`src/hdl/pstt_pkg.sv`:
```
`timescale 1ns / 1ps
// ----------------------------------------------------------------------------
// Scaled tick timebase package
// Widths, operation codes, sequencer states, divider request and response
// types, and the saturation helpers shared by the timebase modules.
// ----------------------------------------------------------------------------
package pstt_pkg;

    localparam int TIME_W = 63;
    localparam int TIC_W  = 32;

    // Shared divider geometry. The dividend register must hold an elapsed
    // time as well as a full rescale product.
    localparam int DVD_W  = 2 * TIC_W;
    localparam int DIVR_W = TIC_W + 1;
    localparam int REM_W  = DIVR_W;
    localparam int CNT_W  = $clog2(DVD_W + 1);

    // Numerator of the scale rounding: base * 2^17 + scale.
    localparam int NUM_W  = TIC_W + 18;
    localparam int SCALE_SHIFT = 17;

    typedef enum logic [2:0] {
        OP_READ      = 3'd0,
        OP_PAUSE     = 3'd1,
        OP_RESUME    = 3'd2,
        OP_TOGGLE    = 3'd3,
        OP_SET_SIZE  = 3'd4,
        OP_SET_SCALE = 3'd5
    } t_op;

    typedef enum logic [3:0] {
        ST_IDLE,
        ST_DISPATCH,
        ST_SCALE_GO,
        ST_SCALE,
        ST_REB_GO,
        ST_REBASE,
        ST_RSC_GO,
        ST_RESCALE,
        ST_APPLY,
        ST_READ_GO,
        ST_READ,
        ST_FINISH
    } t_state;

    typedef struct packed {
        logic              start;
        logic [REM_W-1:0]  rem_init;
        logic [DVD_W-1:0]  dividend;
        logic [DIVR_W-1:0] divisor;
        logic [CNT_W-1:0]  steps;
    } t_div_req;

    typedef struct packed {
        logic              done;
        logic [DVD_W-1:0]  quotient;
        logic [REM_W-1:0]  remainder;
    } t_div_rsp;

    // Tic size limits: zero becomes one, anything wider saturates.
    function automatic logic [TIC_W-1:0] sat_tic(input logic [DVD_W-1:0] q);
        logic [TIC_W-1:0] res;
        if (q == '0) begin
            res = TIC_W'(1);
        end else if (|q[DVD_W-1:TIC_W]) begin
            res = '1;
        end else begin
            res = q[TIC_W-1:0];
        end
        return res;
    endfunction

    // Tic count plus a quotient, saturating at the largest time value.
    function automatic logic [TIME_W-1:0] sat_add_time(input logic [TIME_W-1:0] a,
                                                       input logic [DVD_W-1:0]  b);
        logic [TIME_W:0] sum;
        sum = {1'b0, a} + {1'b0, b[TIME_W-1:0]};
        return sum[TIME_W] ? '1 : sum[TIME_W-1:0];
    endfunction

endpackage

```
`src/hdl/pstt_evt_if.sv`:
```
`timescale 1ns / 1ps
// ----------------------------------------------------------------------------
// Timebase event channel
// Valid/ready channel that carries one operation and its anchor time.
// ----------------------------------------------------------------------------
interface pstt_evt_if import pstt_pkg::*; ();

    logic              valid;
    logic              ready;
    logic [2:0]        operation;
    logic [TIME_W-1:0] anchor_now;
    logic [TIC_W-1:0]  new_tic_size;
    logic [TIC_W-1:0]  scale_fixed;

    modport source (output valid, output operation, output anchor_now,
                    output new_tic_size, output scale_fixed, input ready);
    modport sink   (input valid, input operation, input anchor_now,
                    input new_tic_size, input scale_fixed, output ready);

endinterface

```
`src/hdl/pstt_res_if.sv`:
```
`timescale 1ns / 1ps
// ----------------------------------------------------------------------------
// Timebase result channel
// Valid/ready channel that carries the reading after one operation.
// ----------------------------------------------------------------------------
interface pstt_res_if import pstt_pkg::*; ();

    logic              valid;
    logic              ready;
    logic [TIME_W-1:0] now_tics;
    logic              paused;
    logic [TIC_W-1:0]  tic_size_now;
    logic              rejected;

    modport source (output valid, output now_tics, output paused,
                    output tic_size_now, output rejected, input ready);
    modport sink   (input valid, input now_tics, input paused,
                    input tic_size_now, input rejected, output ready);

endinterface

```
`src/hdl/pstt_div.sv`:
```
`timescale 1ns / 1ps
// ----------------------------------------------------------------------------
// Shared restoring divider
// One quotient bit per cycle. The remainder can be preloaded so that a
// division whose quotient is known to be short skips the leading steps.
// ----------------------------------------------------------------------------
module pstt_div import pstt_pkg::*; (
    input  logic     i_clk,
    input  logic     i_rst_n,
    input  t_div_req i_req,
    output t_div_rsp o_rsp
);

    logic [REM_W-1:0]  r_rem;
    logic [DVD_W-1:0]  r_dvd;
    logic [DVD_W-1:0]  r_quo;
    logic [DIVR_W-1:0] r_divisor;
    logic [CNT_W-1:0]  r_cnt;
    logic              r_done;

    logic [REM_W:0]    w_rem_sh;
    logic              w_ge;
    logic [REM_W:0]    w_diff;

    assign w_rem_sh = {r_rem, r_dvd[DVD_W-1]};
    assign w_ge     = w_rem_sh >= {1'b0, r_divisor};
    assign w_diff   = w_rem_sh - {1'b0, r_divisor};

    always_ff @(posedge i_clk) begin
        if (!i_rst_n) begin
            r_cnt  <= '0;
            r_done <= 1'b0;
        end else begin
            r_done <= 1'b0;
            if (i_req.start) begin
                r_rem     <= i_req.rem_init;
                r_dvd     <= i_req.dividend;
                r_divisor <= i_req.divisor;
                r_quo     <= '0;
                r_cnt     <= i_req.steps;
            end else if (r_cnt != '0) begin
                r_rem  <= w_ge ? w_diff[REM_W-1:0] : w_rem_sh[REM_W-1:0];
                r_dvd  <= {r_dvd[DVD_W-2:0], 1'b0};
                r_quo  <= {r_quo[DVD_W-2:0], w_ge};
                r_cnt  <= r_cnt - CNT_W'(1);
                r_done <= (r_cnt == CNT_W'(1));
            end
        end
    end

    assign o_rsp.done      = r_done;
    assign o_rsp.quotient  = r_quo;
    assign o_rsp.remainder = r_rem;

endmodule

```
`src/hdl/pausable_scaled_tick_timebase.sv`:
```
`timescale 1ns / 1ps
// ----------------------------------------------------------------------------
// Pausable scaled tick timebase
// Turns an external anchor time into a tic reading that can be paused,
// resumed and re-rated without jumping, using one shared serial divider.
// ----------------------------------------------------------------------------
// Each event transaction carries an operation and the current anchor time;
// exactly one result transaction follows it. The block takes one event at a
// time, and the shared divider yields one quotient bit per cycle. A plain
// read while running needs one 63-step division of the elapsed time. Any
// read while paused, and a refused size or scale while paused, needs no
// division. Pause and resume each need one such division. Setting a tic
// size while running rebases (63 steps) and rescales the partial tic
// (32 steps); setting a scale first computes the new size (50 steps).
// While paused the rebase is skipped. The next event can be taken while a
// finished result still waits on the output register. The base tic size
// register must be written through the configuration port only while no
// event is in progress; the block itself does not enforce this. Writing it
// also loads the tic size in force.
// ----------------------------------------------------------------------------
module pausable_scaled_tick_timebase import pstt_pkg::*; (
    input  logic             i_clk,
    input  logic             i_rst_n,
    input  logic             i_cfg_wr_en,
    input  logic [TIC_W-1:0] i_cfg_wr_data,
    pstt_evt_if.sink         i_evt,
    pstt_res_if.source       o_res
);

    // Architectural state of the timeline.
    logic [TIME_W-1:0] r_banked;
    logic [TIME_W-1:0] r_origin;
    logic              r_paused;
    logic [TIC_W-1:0]  r_held;
    logic [TIC_W-1:0]  r_cur;
    logic [TIC_W-1:0]  r_base;

    // The event in progress.
    logic [2:0]        r_op;
    logic [TIME_W-1:0] r_now;
    logic [TIC_W-1:0]  r_target;
    logic [TIC_W-1:0]  r_scale;

    // Working values of the sequencer.
    logic [TIC_W-1:0]  r_rem;
    logic [TIC_W-1:0]  r_resc;
    logic [TIME_W-1:0] r_reading;
    logic              r_rd_valid;
    logic              r_rej;

    // Output register.
    logic              r_out_valid;
    logic [TIME_W-1:0] r_out_tics;
    logic              r_out_paused;
    logic [TIC_W-1:0]  r_out_size;
    logic              r_out_rej;

    t_state            r_state;
    t_state            n_state;

    t_div_req          w_div_req;
    t_div_rsp          w_div_rsp;

    logic              w_rej;
    logic              w_set_scale;
    logic              w_set_size;
    logic              w_pause;
    logic              w_resume;
    logic              w_rate_op;
    logic              w_rsc_trivial;
    logic [TIC_W-1:0]  w_rsc_trivial_val;
    logic              w_out_load;
    logic [TIME_W-1:0] w_elapsed;
    logic [NUM_W-1:0]  w_num;
    logic [DVD_W-1:0]  w_prod;

    // ------------------------------------------------------------------
    // Decode of the event held in r_op. The pause and resume cases are
    // exclusive because they depend on the paused flag; a pause while
    // paused or a resume while running falls through to a plain read.
    // ------------------------------------------------------------------
    always_comb begin
        w_rej       = ((r_op == OP_SET_SIZE)  && (r_target == '0)) ||
                      ((r_op == OP_SET_SCALE) && (r_scale == '0));
        w_set_size  = (r_op == OP_SET_SIZE)  && (r_target != '0);
        w_set_scale = (r_op == OP_SET_SCALE) && (r_scale != '0);
        w_pause     = ((r_op == OP_PAUSE) || (r_op == OP_TOGGLE)) && !r_paused;
        w_resume    = ((r_op == OP_RESUME) || (r_op == OP_TOGGLE)) && r_paused;
        w_rate_op   = (r_op == OP_SET_SIZE) || (r_op == OP_SET_SCALE);
    end

    // Elapsed anchor time wraps modulo the time width, as does the origin.
    assign w_elapsed = r_now - r_origin;
    assign w_num     = (NUM_W'(r_base) << SCALE_SHIFT) + NUM_W'(r_scale);

    // Partial tic product; it is loaded straight into the divider registers.
    assign w_prod    = DVD_W'(r_rem) * DVD_W'(r_target);

    // A partial tic needs no division when it is zero or the size does not
    // change. A partial tic of at least one old tic (possible after the base
    // size was rewritten while paused) clamps to one below the new size.
    always_comb begin
        w_rsc_trivial     = (r_rem == '0) || (r_cur == r_target) || (r_rem >= r_cur);
        w_rsc_trivial_val = ((r_rem == '0) || (r_cur == r_target)) ?
                            r_rem : (r_target - TIC_W'(1));
    end

    // The result leaves the sequencer once the output register is free.
    assign w_out_load = (r_state == ST_FINISH) && (!r_out_valid || o_res.ready);

    // ------------------------------------------------------------------
    // Sequencer: next state.
    // ------------------------------------------------------------------
    always_comb begin
        n_state = r_state;
        unique case (r_state)
            ST_IDLE: begin
                if (i_evt.valid) begin
                    n_state = ST_DISPATCH;
                end
            end
            ST_DISPATCH: begin
                if (w_set_scale) begin
                    n_state = ST_SCALE_GO;
                end else if (w_set_size) begin
                    n_state = r_paused ? ST_RSC_GO : ST_REB_GO;
                end else if (w_pause) begin
                    n_state = ST_REB_GO;
                end else if (w_resume) begin
                    n_state = ST_READ_GO;
                end else begin
                    // Reads, no-op pauses and resumes, and refused changes.
                    n_state = r_paused ? ST_FINISH : ST_READ_GO;
                end
            end
            ST_SCALE_GO: n_state = ST_SCALE;
            ST_SCALE: begin
                if (w_div_rsp.done) begin
                    n_state = r_paused ? ST_RSC_GO : ST_REB_GO;
                end
            end
            ST_REB_GO: n_state = ST_REBASE;
            ST_REBASE: begin
                if (w_div_rsp.done) begin
                    n_state = w_rate_op ? ST_RSC_GO : ST_FINISH;
                end
            end
            ST_RSC_GO: n_state = w_rsc_trivial ? ST_APPLY : ST_RESCALE;
            ST_RESCALE: begin
                if (w_div_rsp.done) begin
                    n_state = ST_APPLY;
                end
            end
            // After a rate change the partial tic is below one tic, so the
            // reading equals the banked count and needs no division.
            ST_APPLY: n_state = ST_FINISH;
            ST_READ_GO: n_state = ST_READ;
            ST_READ: begin
                if (w_div_rsp.done) begin
                    n_state = ST_FINISH;
                end
            end
            ST_FINISH: begin
                if (w_out_load) begin
                    n_state = ST_IDLE;
                end
            end
            default: n_state = ST_IDLE;
        endcase
    end

    // ------------------------------------------------------------------
    // Sequencer: outputs. The divider is started from the *_GO states.
    // ------------------------------------------------------------------
    always_comb begin
        w_div_req = '0;
        unique case (r_state)
            ST_SCALE_GO: begin
                // Round half up of base / scale in Q16.16.
                w_div_req.start    = 1'b1;
                w_div_req.dividend = {w_num, {(DVD_W - NUM_W){1'b0}}};
                w_div_req.divisor  = {r_scale, 1'b0};
                w_div_req.steps    = CNT_W'(NUM_W);
            end
            ST_REB_GO, ST_READ_GO: begin
                w_div_req.start    = 1'b1;
                w_div_req.dividend = {w_elapsed, {(DVD_W - TIME_W){1'b0}}};
                w_div_req.divisor  = {1'b0, r_cur};
                w_div_req.steps    = CNT_W'(TIME_W);
            end
            ST_RSC_GO: begin
                // The upper half of the product is below the old size, so
                // it serves as the starting remainder of a short division.
                w_div_req.start    = !w_rsc_trivial;
                w_div_req.rem_init = {1'b0, w_prod[DVD_W-1:TIC_W]};
                w_div_req.dividend = {w_prod[TIC_W-1:0], {(DVD_W - TIC_W){1'b0}}};
                w_div_req.divisor  = {1'b0, r_cur};
                w_div_req.steps    = CNT_W'(TIC_W);
            end
            default: w_div_req = '0;
        endcase
    end

    assign i_evt.ready = (r_state == ST_IDLE);

    pstt_div u_div (
        .i_clk   (i_clk),
        .i_rst_n (i_rst_n),
        .i_req   (w_div_req),
        .o_rsp   (w_div_rsp)
    );

    always_ff @(posedge i_clk) begin
        if (!i_rst_n) begin
            r_state <= ST_IDLE;
        end else begin
            r_state <= n_state;
        end
    end

    // ------------------------------------------------------------------
    // Timeline state and working registers.
    // ------------------------------------------------------------------
    always_ff @(posedge i_clk) begin
        if (!i_rst_n) begin
            r_banked <= '0;
            r_origin <= '0;
            r_paused <= 1'b0;
            r_held   <= '0;
            r_cur    <= TIC_W'(1);
            r_base   <= TIC_W'(1);
        end else begin
            if (i_cfg_wr_en) begin
                r_base <= (i_cfg_wr_data == '0) ? TIC_W'(1) : i_cfg_wr_data;
                r_cur  <= (i_cfg_wr_data == '0) ? TIC_W'(1) : i_cfg_wr_data;
            end

            unique case (r_state)
                ST_IDLE: begin
                    if (i_evt.valid) begin
                        r_op       <= i_evt.operation;
                        r_now      <= i_evt.anchor_now;
                        r_target   <= i_evt.new_tic_size;
                        r_scale    <= i_evt.scale_fixed;
                        r_rd_valid <= 1'b0;
                        r_rej      <= 1'b0;
                    end
                end
                ST_DISPATCH: begin
                    if (w_rej) begin
                        r_rej <= 1'b1;
                    end
                    if (w_set_size && r_paused) begin
                        r_rem <= r_held;
                    end
                    if (w_resume) begin
                        r_origin <= r_now - TIME_W'(r_held);
                        r_paused <= 1'b0;
                    end
                end
                ST_SCALE: begin
                    if (w_div_rsp.done) begin
                        r_target <= sat_tic(w_div_rsp.quotient);
                        if (r_paused) begin
                            r_rem <= r_held;
                        end
                    end
                end
                ST_REBASE: begin
                    if (w_div_rsp.done) begin
                        r_banked <= sat_add_time(r_banked, w_div_rsp.quotient);
                        r_origin <= r_now - TIME_W'(w_div_rsp.remainder[TIC_W-1:0]);
                        r_rem    <= w_div_rsp.remainder[TIC_W-1:0];
                        if (!w_rate_op) begin
                            r_held   <= w_div_rsp.remainder[TIC_W-1:0];
                            r_paused <= 1'b1;
                        end
                    end
                end
                ST_RSC_GO: begin
                    if (w_rsc_trivial) begin
                        r_resc <= w_rsc_trivial_val;
                    end
                end
                ST_RESCALE: begin
                    if (w_div_rsp.done) begin
                        r_resc <= w_div_rsp.quotient[TIC_W-1:0];
                    end
                end
                ST_APPLY: begin
                    if (r_paused) begin
                        r_held <= r_resc;
                    end else begin
                        r_origin <= r_now - TIME_W'(r_resc);
                    end
                    r_cur <= r_target;
                end
                ST_READ: begin
                    if (w_div_rsp.done) begin
                        r_reading  <= sat_add_time(r_banked, w_div_rsp.quotient);
                        r_rd_valid <= 1'b1;
                    end
                end
                default: begin
                end
            endcase
        end
    end

    // ------------------------------------------------------------------
    // Output register. A reading that needed no division is the banked
    // count itself.
    // ------------------------------------------------------------------
    always_ff @(posedge i_clk) begin
        if (!i_rst_n) begin
            r_out_valid <= 1'b0;
        end else begin
            if (w_out_load) begin
                r_out_valid <= 1'b1;
            end else if (o_res.ready) begin
                r_out_valid <= 1'b0;
            end
        end
    end

    always_ff @(posedge i_clk) begin
        if (w_out_load) begin
            r_out_tics   <= r_rd_valid ? r_reading : r_banked;
            r_out_paused <= r_paused;
            r_out_size   <= r_cur;
            r_out_rej    <= r_rej;
        end
    end

    assign o_res.valid        = r_out_valid;
    assign o_res.now_tics     = r_out_tics;
    assign o_res.paused       = r_out_paused;
    assign o_res.tic_size_now = r_out_size;
    assign o_res.rejected     = r_out_rej;

endmodule

```
`src/flat_wrapper.sv`:
```
// flat-port wrapper written by rule: the top's interface ports become plain ports
module pausable_scaled_tick_timebase_flat import pstt_pkg::*;
  (i_clk, i_rst_n, i_cfg_wr_en, i_cfg_wr_data, i_evt_valid, i_evt_operation, i_evt_anchor_now, i_evt_new_tic_size, i_evt_scale_fixed, i_evt_ready, o_res_valid, o_res_now_tics, o_res_paused, o_res_tic_size_now, o_res_rejected, o_res_ready);
  pstt_evt_if i_evt_i ();
  pstt_res_if o_res_i ();
  input  logic i_clk;
  input  logic i_rst_n;
  input  logic i_cfg_wr_en;
  input  logic [TIC_W-1:0] i_cfg_wr_data;
  input wire logic [$bits(i_evt_i.valid)-1:0] i_evt_valid;
  input wire logic [$bits(i_evt_i.operation)-1:0] i_evt_operation;
  input wire logic [$bits(i_evt_i.anchor_now)-1:0] i_evt_anchor_now;
  input wire logic [$bits(i_evt_i.new_tic_size)-1:0] i_evt_new_tic_size;
  input wire logic [$bits(i_evt_i.scale_fixed)-1:0] i_evt_scale_fixed;
  output wire logic [$bits(i_evt_i.ready)-1:0] i_evt_ready;
  output wire logic [$bits(o_res_i.valid)-1:0] o_res_valid;
  output wire logic [$bits(o_res_i.now_tics)-1:0] o_res_now_tics;
  output wire logic [$bits(o_res_i.paused)-1:0] o_res_paused;
  output wire logic [$bits(o_res_i.tic_size_now)-1:0] o_res_tic_size_now;
  output wire logic [$bits(o_res_i.rejected)-1:0] o_res_rejected;
  input wire logic [$bits(o_res_i.ready)-1:0] o_res_ready;
  assign i_evt_i.valid = i_evt_valid;
  assign i_evt_i.operation = i_evt_operation;
  assign i_evt_i.anchor_now = i_evt_anchor_now;
  assign i_evt_i.new_tic_size = i_evt_new_tic_size;
  assign i_evt_i.scale_fixed = i_evt_scale_fixed;
  assign i_evt_ready = i_evt_i.ready;
  assign o_res_valid = o_res_i.valid;
  assign o_res_now_tics = o_res_i.now_tics;
  assign o_res_paused = o_res_i.paused;
  assign o_res_tic_size_now = o_res_i.tic_size_now;
  assign o_res_rejected = o_res_i.rejected;
  assign o_res_i.ready = o_res_ready;
  pausable_scaled_tick_timebase u_core (.i_clk(i_clk), .i_rst_n(i_rst_n), .i_cfg_wr_en(i_cfg_wr_en), .i_cfg_wr_data(i_cfg_wr_data), .i_evt(i_evt_i), .o_res(o_res_i));
endmodule
```
`config.mk`:
```
export PLATFORM = sky130hd
export DESIGN_NAME = pausable_scaled_tick_timebase_flat
export DESIGN_NICKNAME = d
export VERILOG_FILES = /design/src/hdl/pstt_pkg.sv /design/src/hdl/pstt_evt_if.sv /design/src/hdl/pstt_res_if.sv /design/src/hdl/pstt_div.sv /design/src/hdl/pausable_scaled_tick_timebase.sv /design/src/flat_wrapper.sv
export SDC_FILE = /design/constraint.sdc
export NUM_CORES = 2
export LEC_CHECK = 0
export BUFFER_PORTS_ARGS = -buffer_cell sky130_fd_sc_hd__buf_2
export CORE_ASPECT_RATIO = 1.1
export CORE_MARGIN = 4
export CORE_UTILIZATION = 64
export DETAILED_ROUTE_END_ITERATION = 8
export GPL_TIMING_DRIVEN = 0
export PLACE_DENSITY_LB_ADDON = 0.08
export SYNTH_ARGS = -nofsm -noshare
export SYNTH_HDL_FRONTEND = slang
export SYNTH_SLANG_ARGS = --single-unit
```
`constraint.sdc`:
```
create_clock -name i_clk -period 10 [get_ports i_clk]
set_clock_uncertainty 0.15 [all_clocks]
set_input_delay 2 -clock i_clk [delete_from_list [all_inputs] [get_ports i_clk]]
set_output_delay 2 -clock i_clk [all_outputs]
set_load 0.01 [all_outputs]
```
# Yosys cells after proc, flatten, opt, wreduce, memory -nomap -nowiden
# Cells that the tools add are included.
[classes]
addsub = 9
mul = 1
magnitude_cmp = 2
n_eq_ne = 32
mux = 64
bitwise_logic = 2
reduce_logical = 56
[ops]
columns = ["operator", "n"]
rows = [
  ["$mux W32", 18],
  ["$mux W63", 5],
  ["$pmux W104 S3", 1],
  ["$mux W64", 3],
  ["$pmux W32 S2", 3],
  ["$pmux W63 S3", 1],
  ["$sub A63 B32 Y63", 3],
  ["$logic_not A32 Y1", 4],
  ["$mux W33", 3],
  ["$pmux W32 S3", 1],
  ["$add A63 B63 Y64", 1],
  ["$logic_not A64 Y1", 1],
  ["$mul A32 B32 Y64", 1],
  ["$reduce_bool A32 Y1", 2],
  ["$sub A63 B63 Y63", 1],
  ["$add A49 B32 Y50", 1],
  ["$mux W4", 12],
  ["$pmux W4 S12", 1],
  ["$ge A34 B33 Y1", 1],
  ["$sub A33 B33 Y33", 1],
  ["$eq A32 B32 Y1", 1],
  ["$ge A32 B32 Y1", 1],
  ["$reduce_or A32 Y1", 1],
  ["$sub A32 B1 Y32 const B", 1],
  ["29 further kinds", 98],
]
[totals]
register_bits = 786
in_bits = 167
output_inout_bits = 99
word_cells = 193

# Logic depth before layout (Yosys ltp)
[logic_depth]
depth_word = 8
depth_mapped = 29
depth_no_buf = 26

# By module
# A second synthesis with hierarchy kept.
[hier_totals]
cells_unflattened = 8587
area_unflattened_um2 = 79449.9
[by_module_without_submodules]
columns = ["mod", "n_inst", "cells_per_inst", "area_each_um2", "seq_area_each_um2"]
rows = [
  ["pausable_scaled_tick_timebase", 1, 7780, 69337.8, 15254.6],
  ["pstt_div", 1, 807, 10112.2, 5985.7],
]

# Worst setup path after synthesis
# No wires, ideal clock.
[synth_path]
kind = "reg-to-reg"
from = "register u_core.r_target[5]"
to = "register u_core.u_div.r_rem[31] (data pin)"
setup_ps = 261
t_arrival_ps = 7582
required_ps = 9589
slack_ps = 2008
path_stages_with_launch = 28
n_path_buf = 3
path_cell_list = "edfxtp_1 -> clkbuf_1 -> clkbuf_1 -> and2_1 -> fa_1 -> fa_1 -> fa_1 -> inv_1 -> fa_1 -> inv_1 -> fa_1 -> inv_1 -> fa_1 -> inv_1 -> fa_1 -> fa_1 -> ha_1 -> clkbuf_1 -> nand4_1 -> or4_1 -> a21oi_1 -> nor3_1 -> a211oi_1 -> o21ai_0 -> a21oi_1 -> a31oi_1 -> xnor2_1 -> a221o_1"
[synth_between]
elab_chain_len = 6
[synth_lines]
columns = ["element", "line_no", "text"]
rows = [
  ["from (decl)", "pausable_scaled_tick_timebase.sv:41", "logic [TIC_W-1:0] r_target;"],
  ["from (signal assigned)", "pausable_scaled_tick_timebase.sv:243", "r_target <= i_evt.new_tic_size;"],
  ["from (signal assigned)", "pausable_scaled_tick_timebase.sv:263", "r_target <= sat_tic(w_div_rsp.quotient);"],
  ["branches (longest 5 deep; another with $mul A32 B32 Y64)", "-", ""],
  ["$mux W33 (*)", "pstt_div.sv:35", "if (i_req.start) begin"],
  ["to (signal assigned)", "pstt_div.sv:36", "r_rem <= i_req.rem_init;"],
  ["to (signal assigned)", "pstt_div.sv:42", "r_rem <= w_ge ? w_diff[REM_W-1:0] : w_rem_sh[REM_W-1:0];"],
  ["to (decl)", "pstt_div.sv:14", "logic [REM_W-1:0] r_rem;"],
]
# Mark *: on every way between the ends.
# A chain may end at the register's enable or synchronous reset.

# Worst setup path in the final report
[layout_path]
from = "register u_core.r_target[13]"
to = "register u_core.u_div.r_rem[31] (data pin)"
# Same word-level chain as after synthesis.

==> Implementation_results.wiki <==
{| class="wikitable"
! Metric !! Value
|-
| Outcome || finished with violations
|-
| Violated checks || design-rule violations, negative setup slack
|-
| Post-synthesis register bit count || just under 800
|-
| Period Utilization, post-route || 101%
|-
| Grt ovf || 0
|-
| Clock transition at the registers of the reported paths || roughly 0.07 ns
|-
| Main flop type after synthesis || sky130_fd_sc_hd__edfxtp_1
|-
| Starting utilization of the core area || between 60% and 70%
|-
| Post-detailed-route DRC marker count || 1
|-
| # hold bufs at CTS || 0
|-
| Timing startpoint of the critical path || u_core.r_target[13]
|-
| Worst-Margin Slew || 1.31 ns
|-
| Post-synth EDFFs || 549
|-
| Met2 routed wirelength || approximately 130000 um
|-
| Standard cell core area || 0.122 sq mm
|-
| Topmost layer with routed signal wires || met5
|-
| Met3 wire length || approximately 38000 um
|-
| # setup viols final || 3
|-
| Area overhead of the layout relative to synthesis || 9.07%
|-
| Avg Inst Size Synth || just over 9 sq um
|-
| Vias per Instance || about 6.5
|-
| Antenna violations before repair || 28
|-
| Maximum frequency from static timing analysis || a little under 0.1 GHz
|-
| DIE WIDTH || ~340 um
|-
| Clock tree from TritonCTS || done
|-
| Crit Path Class || register to register
|-
| Async SR Flop Fraction || 0%
|-
| Routed metal-1 wire length || about 100000 um
|-
| Cell type with the largest total area after synthesis || sky130_fd_sc_hd__fa_1
|-
| Hold Path Class || register to register
|-
| Worst r2r src || u_core.r_target[13]
|-
| Crit path max fanout || 11
|-
| Synth Net Count || 10100
|-
| Slew HR || between 10% and 20%
|-
| Final-report max-slew violation count || 0
|-
| Number of DRC markers in iteration 0 || slightly below 9000
|-
| Detailed-router iteration count before antenna repair || 8
|-
| Total length of routed wires || around 300000 um
|-
| First-pass GRT wire length || between 400000 and 500000 um
|-
| Fraction of layout cells with a size suffix above 1 || between 7 and 8%
|-
| Netlist cell types || slightly above 90
|-
| Setup crit end || u_core.u_div.r_rem[31]
|-
| Number of max-cap violations || 0
|-
| Placement-stage worst setup slack || -1.33 ns
|-
| Via count of the first global-routing pass || about 69000
|-
| Half-perimeter wire length after detailed placement || between 200000 and 250000 um
|-
| FF-to-FF path depth || 24
|-
| Area fraction of the dominant cell type after synthesis || roughly 23%
|-
| Total number of H-tree levels || 3
|-
| Seq/Total Area, Yosys || around 27%
|-
| Clk Latency, worst-skew pair || between 0.6 and 0.7 ns
|-
| Startpoint class of the critical path || register
|-
| Maximum number of pins on one net before global-route repair || 86
|-
| Sink Count || ~790
|-
| Synthesis Warnings || 0
|-
| Per-cell routed wire length || ~28 um
|-
| Number of buffers inserted during clock tree synthesis || 73
|-
| Most frequent cells in the layout || sky130_fd_sc_hd__nand2_1 (1119), sky130_fd_sc_hd__inv_1 (1036), sky130_fd_sc_hd__fa_1 (901)
|-
| DIE HEIGHT || about 380 um
|-
| Antenna viol nets, final || 0
|-
| Gr usage total || a little under half
|-
| Endpoint of the worst-slack reg-to-reg timing path || u_core.u_div.r_rem[31]
|-
| Cell area after synthesis || just under 0.08 sq mm
|-
| Largest buffer count on any clock path || 3
|-
| Port Buffer Count || between 200 and 300
|-
| Endpoint required time on the critical path || ~10 ns
|-
| Type of destination of the critical path || register
|-
| Clock root buffer master || sky130_fd_sc_hd__clkbuf_16
|-
| Arrival time at the worst endpoint || between 10 and 15 ns
|-
| Placement Rows || approximately 130
|-
| Synth Instances || 8519
|-
| Die Footprint || between 0.1 and 0.15 sq mm
|-
| Top-level port count || 266
|-
| Routed vias || about 69000
|-
| Post-route setup slack || -0.121 ns
|-
| Min Hold Slack || 0.299 ns
|-
| Fin crit period || between 10 and 15 ns
|-
| Final weighted congestion of routability-driven global placement || between 1 and 1.5
|-
| Leading cell types by total area after synthesis || sky130_fd_sc_hd__fa_1 (23%), sky130_fd_sc_hd__edfxtp_1 (21%), sky130_fd_sc_hd__ha_1 (8.0%)
|-
| Final hold violations || 0
|-
| Number of nets in the finished design || approximately 10000
|-
| Reg2reg setup slack || -0.12 ns
|-
| Most common cell after layout, fill and taps aside || sky130_fd_sc_hd__nand2_1
|}
==> per-layer routing <==
| metal | vias to the layer above | GRT usage [%] |
|---|---|---|
| met1 | 33300 | 53.4 |
| met4 | 16 | 36.3 |
| met3 | 1474 | 13.8 |
| li1 | 29200 | - |
| met5 | - | 0 |
| met2 | 4972 | 71.1 |
==> layout make-up <==
| class | instances | area (sq um) |
|---|---|---|
| Multi-Input combinational cell | 6191 | 52100 |
| Fill cell | 9500 | 35800 |
| Sequential cell | 785 | 21200 |
| Inverter | 1038 | 3900 |
| Timing Repair Buffer | 348 | 2320 |
| Tap cell | 1632 | 2040 |
| Clock buffer | 92 | 2000 |
| Buffer | 481 | 2000 |
| Clock inverter | 42 | 589 |
| Antenna cell | 19 | 47.5 |
==> worst min-delay path by stage <==
stage | endpoint | startpoint | depth (start not counted)
2_1_floorplan | u_core.o_res.rejected | u_core.r_rej | 0
3_3_place_gp | u_core.o_res.rejected | u_core.r_rej | 0
3_5_place_dp | u_core.o_res.rejected | u_core.r_rej | 0
4_1_cts | u_core.o_res.rejected | u_core.r_rej | 0
5_1_grt | u_core.o_res.rejected | u_core.r_rej | 0
6_report | u_core.o_res.rejected | u_core.r_rej | 0
==> state kept, by name (all words and copies together) (netlist names), 32 cells and up <==
signal,cells
u_core.u_div.r_quo,64
u_core.o_res.now_tics,63
u_core.r_banked,63
u_core.r_now,63
u_core.r_origin,63
u_core.r_reading,63
u_core.u_div.r_dvd,63
u_core.u_div.r_divisor,33
u_core.u_div.r_rem,33
u_core.o_res.tic_size_now,32
u_core.r_base,32
u_core.r_cur,32
u_core.r_held,32
u_core.r_rem,32
u_core.r_resc,32
u_core.r_scale,32
u_core.r_target,32
==> logic make-up (layout without fill, tap and decap cells) <==
| group | after synthesis | count (layout) | synth area share (%) |
|---|---|---|---|
| and+or+nand+nor | 2774 | 2774 | 17.1 |
| xor gates and xnor gates | 338 | 338 | 3.75 |
| DFF | 785 | 785 | 26.8 |
| AOI/OAI and AO/OA | 1575 | 1575 | 12.7 |
| adders and majority gates | 1405 | 1405 | 30.8 |
| buffers and inverters | 1543 | 2001 | 7.42 |
| muxes | 99 | 99 | 1.36 |
| other | 0 | 19 | 0 |
==> cells in the mapped netlist, types with 49 or more instances <==
cell,n
sky130_fd_sc_hd__a21o_1,161
sky130_fd_sc_hd__a21oi_1,476
sky130_fd_sc_hd__a311oi_1,69
sky130_fd_sc_hd__and2_1,680
sky130_fd_sc_hd__and3_1,53
sky130_fd_sc_hd__clkbuf_1,453
sky130_fd_sc_hd__dfxtp_1,236
sky130_fd_sc_hd__edfxtp_1,549
sky130_fd_sc_hd__fa_1,901
sky130_fd_sc_hd__ha_1,504
sky130_fd_sc_hd__inv_1,1037
sky130_fd_sc_hd__mux2_2,66
sky130_fd_sc_hd__nand2_1,1119
sky130_fd_sc_hd__nand2b_1,78
sky130_fd_sc_hd__nand3_1,106
sky130_fd_sc_hd__nand4_1,86
sky130_fd_sc_hd__nor2_1,347
sky130_fd_sc_hd__nor3_1,106
sky130_fd_sc_hd__nor4_1,64
sky130_fd_sc_hd__o21a_1,49
sky130_fd_sc_hd__o21ai_0,368
sky130_fd_sc_hd__o21bai_1,49
sky130_fd_sc_hd__xnor2_1,184
sky130_fd_sc_hd__xor2_1,154
==> worst max-delay path, cell delays in order (launching register included) <==
cell                       delay [ns]
sky130_fd_sc_hd__edfxtp_1        0.48
sky130_fd_sc_hd__buf_2           0.57
sky130_fd_sc_hd__clkbuf_2        0.50
sky130_fd_sc_hd__and2_1          0.22
sky130_fd_sc_hd__fa_1            0.44
sky130_fd_sc_hd__fa_1            0.51
sky130_fd_sc_hd__inv_1           0.06
sky130_fd_sc_hd__fa_1            0.45
sky130_fd_sc_hd__fa_1            0.55
sky130_fd_sc_hd__inv_1           0.06
sky130_fd_sc_hd__fa_1            0.57
sky130_fd_sc_hd__fa_1            0.46
sky130_fd_sc_hd__fa_1            0.57
sky130_fd_sc_hd__fa_1            0.48
sky130_fd_sc_hd__ha_1            0.42
sky130_fd_sc_hd__a21oi_1         0.33
sky130_fd_sc_hd__o21ai_0         0.23
sky130_fd_sc_hd__nor3_1          0.58
sky130_fd_sc_hd__and2_1          0.29
sky130_fd_sc_hd__a211oi_4        0.12
sky130_fd_sc_hd__o21ai_0         0.56
sky130_fd_sc_hd__a21oi_2         0.22
sky130_fd_sc_hd__a31oi_1         0.34
sky130_fd_sc_hd__xnor2_2         0.26
sky130_fd_sc_hd__a221o_1         0.41
==> per-stage QoR <==
stage	area, sq um	cells	setup TNS (ns)	util [%]
3_3_place_gp	82400	10400	-130.44	67.5
2_1_floorplan	79000	8519	0	-
4_1_cts	85400	10600	0	70.0
6_report	86200	10600	-0.177	70.6
3_5_place_dp	82600	10400	-15.90	67.7
5_1_grt	86200	10600	-0.0167	70.6
==> timing repair <==
action | 4_1_cts | 5_1_grt
setup buffers | 15 | 59
pin swaps | 0 | 1
hold endpoints to repair | 0 | 0
endpoints found under the setup margin | 25 | 15
resized for setup | 41 | 79
Power is left out: the tool's default activity adds up to more than one toggle a clock period on the data nets, which glitch-free logic cannot reach.
